[config.mk]
export PLATFORM = sky130hd
export DESIGN_NAME = ffha_div
export DESIGN_NICKNAME = d
export VERILOG_FILES = /design/src/sv/ffha_div.sv
export SDC_FILE = /design/constraint.sdc
export NUM_CORES = 1
export LEC_CHECK = 0
export BUFFER_PORTS_ARGS = -buffer_cell sky130_fd_sc_hd__buf_4
export CORE_MARGIN = 2
export CORE_UTILIZATION = 30
export CTS_CLUSTER_DIAMETER = 80
export DETAILED_ROUTE_END_ITERATION = 16
export GPL_TIMING_DRIVEN = 0
export PLACE_DENSITY = 0.64
export SETUP_SLACK_MARGIN = 0.05
export SYNTH_ARGS = -nofsm -noshare
export SYNTH_HDL_FRONTEND = slang
export SYNTH_SLANG_ARGS = --single-unit
[constraint.sdc]
create_clock -name clk_i -period 0.8 [get_ports clk_i]
set_clock_uncertainty 0.1 [all_clocks]
set_input_delay 0.08 -clock clk_i [delete_from_list [all_inputs] [get_ports clk_i]]
set_output_delay 0.08 -clock clk_i [all_outputs]
set_load 0.005 [all_outputs]
[src/sv/ffha_div.sv]
// Divider by a power-of-two constant: shift and mask, registered the cycle after start.
// Depends on nothing; used by first_fit_heap_allocator for granule math.
module ffha_div #(
  parameter int unsigned DIVISOR = 8,
  parameter int unsigned WIDTH   = 32
) (
  input  logic                       clk_i,
  input  logic                       rst_ni,
  input  logic                       start_i,
  input  logic [WIDTH-1:0]           dividend_i,
  output logic                       done_o,
  output logic [WIDTH-1:0]           quotient_o,
  output logic [$clog2(DIVISOR)-1:0] remainder_o
);

  localparam int unsigned RW = $clog2(DIVISOR);

  logic [WIDTH-1:0] quo_q;
  logic [RW-1:0]    rem_q;
  logic             done_q;

  always_ff @(posedge clk_i or negedge rst_ni) begin
    if (!rst_ni) begin
      done_q <= 1'b0;
    end else begin
      done_q <= start_i;
    end
  end

  always_ff @(posedge clk_i) begin
    if (start_i) begin
      quo_q <= dividend_i >> RW;
      rem_q <= dividend_i[RW-1:0];
    end
  end

  assign done_o      = done_q;
  assign quotient_o  = quo_q;
  assign remainder_o = rem_q;

endmodule

==> implementation parameters <==
Parameter                              Value

Pwr
  Leakage component of the power ... 0.913 nW
  Power share of the combinational group ... 14.8%
  Sequential cell fraction of total power ... 56.8%
  Sw power ... 0.724 mW
  Largest vdd supply drop ... 0.00105 V
  Power density normalized to cell area ... 1800 mW/mm^2
  Post-route total power ... 3.67 mW
  Switching part of the total power ... between 10% and 20%
  Clock power share ... 28.3%
  Internal power summed over all cells ... 2.95 mW

Routing
  Routed WL per cell ... 12.0 um
  Count of unresolved DRC violations after routing ... 0
  Post-DRT Antenna Nets ... 0
  Overall routed net length ... between 2000 and 2500 um
  Count of vias placed by the detailed router ... 750
  Drt pass-1 iters ... 4
  Via/cell ratio ... about 3.9
  First DRT Iteration DRCs ... 20

Critical path
  Crit path capture type ... output pin
  Max incr delay on CP ... 0.39 ns
  Arrival time reported for the critical path endpoint ... 0.86 ns
  Series of cell instances along the critical path ... buf_4
  Critical setup path kind ... flop to output pin
  Largest driver fanout on the critical path ... 1
  Sort of element at the start of the critical path ... flop
  Category of cells accounting for the largest share of critical-path delay ... flip-flops
  Slowest CP cell ... edfxtp_1
  Worst path buffer plus inverter count ... 1
  Critical path data required time ... 0.62 ns

Global routing
  Tot GR Track Use ... 12.9%
  Global-route wire length before repair ... 3280 um
  Maximum number of pins on one net before global-route repair ... 34
  Total global routing overflow ... 0
  Number of global-route vias before repair ... 763
  Antenna violations before repair ... 0

STA
  Final Hold Violating Endpoints ... 1
  Post-layout minimum cycle time ... 1.04 ns
  Highest clock frequency the design can meet ... between 900 and 1000 MHz
  Hold slack ... -0.0195 ns
  Tcrit/Tclk final ... 130%
  Worst Setup Slack, final ... -0.244 ns
  Number of endpoints failing setup at the final stage ... 34
  Final number of max-transition violations ... 0
  Setup tns final ... -7.32 ns
  RSZ-0062 raised after global routing ... true

Worst hold path
  Tightest Hold Check Type ... primary input to flop

Yosys
  Unique cell type count in the Yosys netlist ... 4
  Synthesized area per cell ... about 27 um^2
  Portion of synthesized cell area occupied by the leading cell type ... 94.9%
  Share of synthesized cell area in full adder, half adder and majority cells ... 0%
  Count of yosys warnings during synthesis ... 0
  Share of cell area taken by muxes after synthesis ... 0%
  Parity-gate share of the synthesized area counting xor and xnor cells ... 0%
  Cell taking the most area after synthesis ... edfxtp_1
  Register bit count reported by yosys ... 33
  Cells after synthesis ... 37
  Combinational family with the most area after synthesis ... buffers and inverters
  Leading cell types by total area after synthesis ... edfxtp_1 95%, dfrtp_1 2.5%, buf_4 2.2%
  Post-synthesis instance area ... 0.00101 mm^2
  Sequential fraction of the synthesis area ... between 90% and 100%
  Synth Area in Compound Gates ... 0%
  Post-Synth Simple-Gate Area ... 0%

Final layout
  Signed area change from the synthesized netlist to the final layout ... 102%
  Antenna fix cells ... 0
  Number of nets at the end of the flow ... 182
  Share of post-route cells with drive strength above 1 ... 52.7%
  Fill cell total of the finished layout ... ~250
  Layout Utilization ... 62.1%

Floorplanning
  Horizontal die dimension ... 62.1 um
  Die H ... 62.1 um
  Full die area ... ~0.0039 mm^2
  Core region area ... 0.00328 mm^2
  Floorplan row count ... 21
  Num ports ... 71
  Effective utilization at floorplan ... 30.8%

Clock tree
  Buffer count from post-CTS setup fixing ... 0
  Buffer levels on the longest clock path ... 2
  Clock tree from TritonCTS ... built
  Level count of the clock H-tree ... 2
  Clock root buffer ... clkbuf_4
  Clock buffers created by TritonCTS ... 5
  CTS clock-pin slew for the worst setup and hold paths ... 0.10 ns
  Clock tree sinks ... 33

Placed design
  # port buffers ... 67
  Routability congestion estimate from global placement ... 0.642

Run status
  Violated checks ... hold timing, setup timing
  Result of the run ... finished with violations

Job
  Number of max-cap violations ... 0
==> cell families (layout without fill, tap and decap cells) <==
group        after synthesis  in the layout
flops                     33             33
buf+inv                    3            112
other cells                1              3
==> flip-flops by register name (all words and copies together) (netlist names) <==
signal,flops
remainder_o,3
quotient_o,29
done_o,1
==> through the flow <==
stage               setup slack, ns  hold slack (ns)  std cells  instance area [um^2]
floorplan                     0.265           -0.316         39                  1020
global placement            -0.0796           -0.242        152                  1580
detailed placement           -0.104           -0.242        152                  1580
CTS                          -0.266          -0.0729        193                  1990
global route                 -0.302          -0.0306        194                  2040
finish                       -0.244          -0.0195        194                  2040
==> Yosys cell counts <==
master,count
conb_1,1
buf_4,3
edfxtp_1,32
dfrtp_1,1
==> path summary, 6_finish.rpt <==
check / slack (ns) / to / cells after the start / from
max: -0.24 / quotient_o[14] / 1 / quotient_o[14]$_DFFE_PP_
min: -0.02 / done_o$_DFF_PN0_ / 1 / start_i
max in group asynchronous: -0.01 / done_o$_DFF_PN0_ / 3 / rst_ni
min in group asynchronous: 0.53 / done_o$_DFF_PN0_ / 3 / rst_ni
==> power by group through the flow <==
| stage | logic, mW | registers, mW | clock network (mW) |
|---|---|---|---|
| after floorplan | 0.0137 | 2.14 | 0 |
| after global placement | 0.380 | 2.11 | 0 |
| after detailed placement | 0.387 | 2.12 | 0 |
| after CTS | 0.518 | 2.08 | 1.10 |
| after global routing | 0.591 | 2.10 | 1.16 |
| final | 0.544 | 2.09 | 1.04 |
==> placed cells by master, fill, tap and decap left out, drive strengths merged <==
cell / n
dfrtp: 1
conb: 3
clkbuf: 7
buf: 70
dlymetal6s4s: 5
clkinv: 1
edfxtp: 32
dlygate4sd3: 29
==> timing repair <==
action                                  in CTS  in global routing
gates resized for setup                      2                 13
pin swaps                                    0                  0
endpoints found under the setup margin      33                 38
hold endpoints to repair                    34                  2
hold buffers                                33                  1
==> layout make-up <==
type	instances	area, um^2	share of cell area [%]
plain buffers	3	22.5	1.10
clock buffers	7	65.1	3.19
clock inverters	1	5.00	0.245
multi-input cells	3	11.3	0.552
flip-flops and latches	33	986	48.3
well taps	46	57.6	2.82
repair buffers	101	893	43.8
==> routing by layer <==
metal	GRT usage, %	up-vias	share of wire (%)
met5	0	-	0
met4	5.78	0	2.3
met3	6.42	5	7.6
met2	22.6	44	56
met1	12.6	346	34
li1	-	355	-
Power figures use the tool's default switching activity.
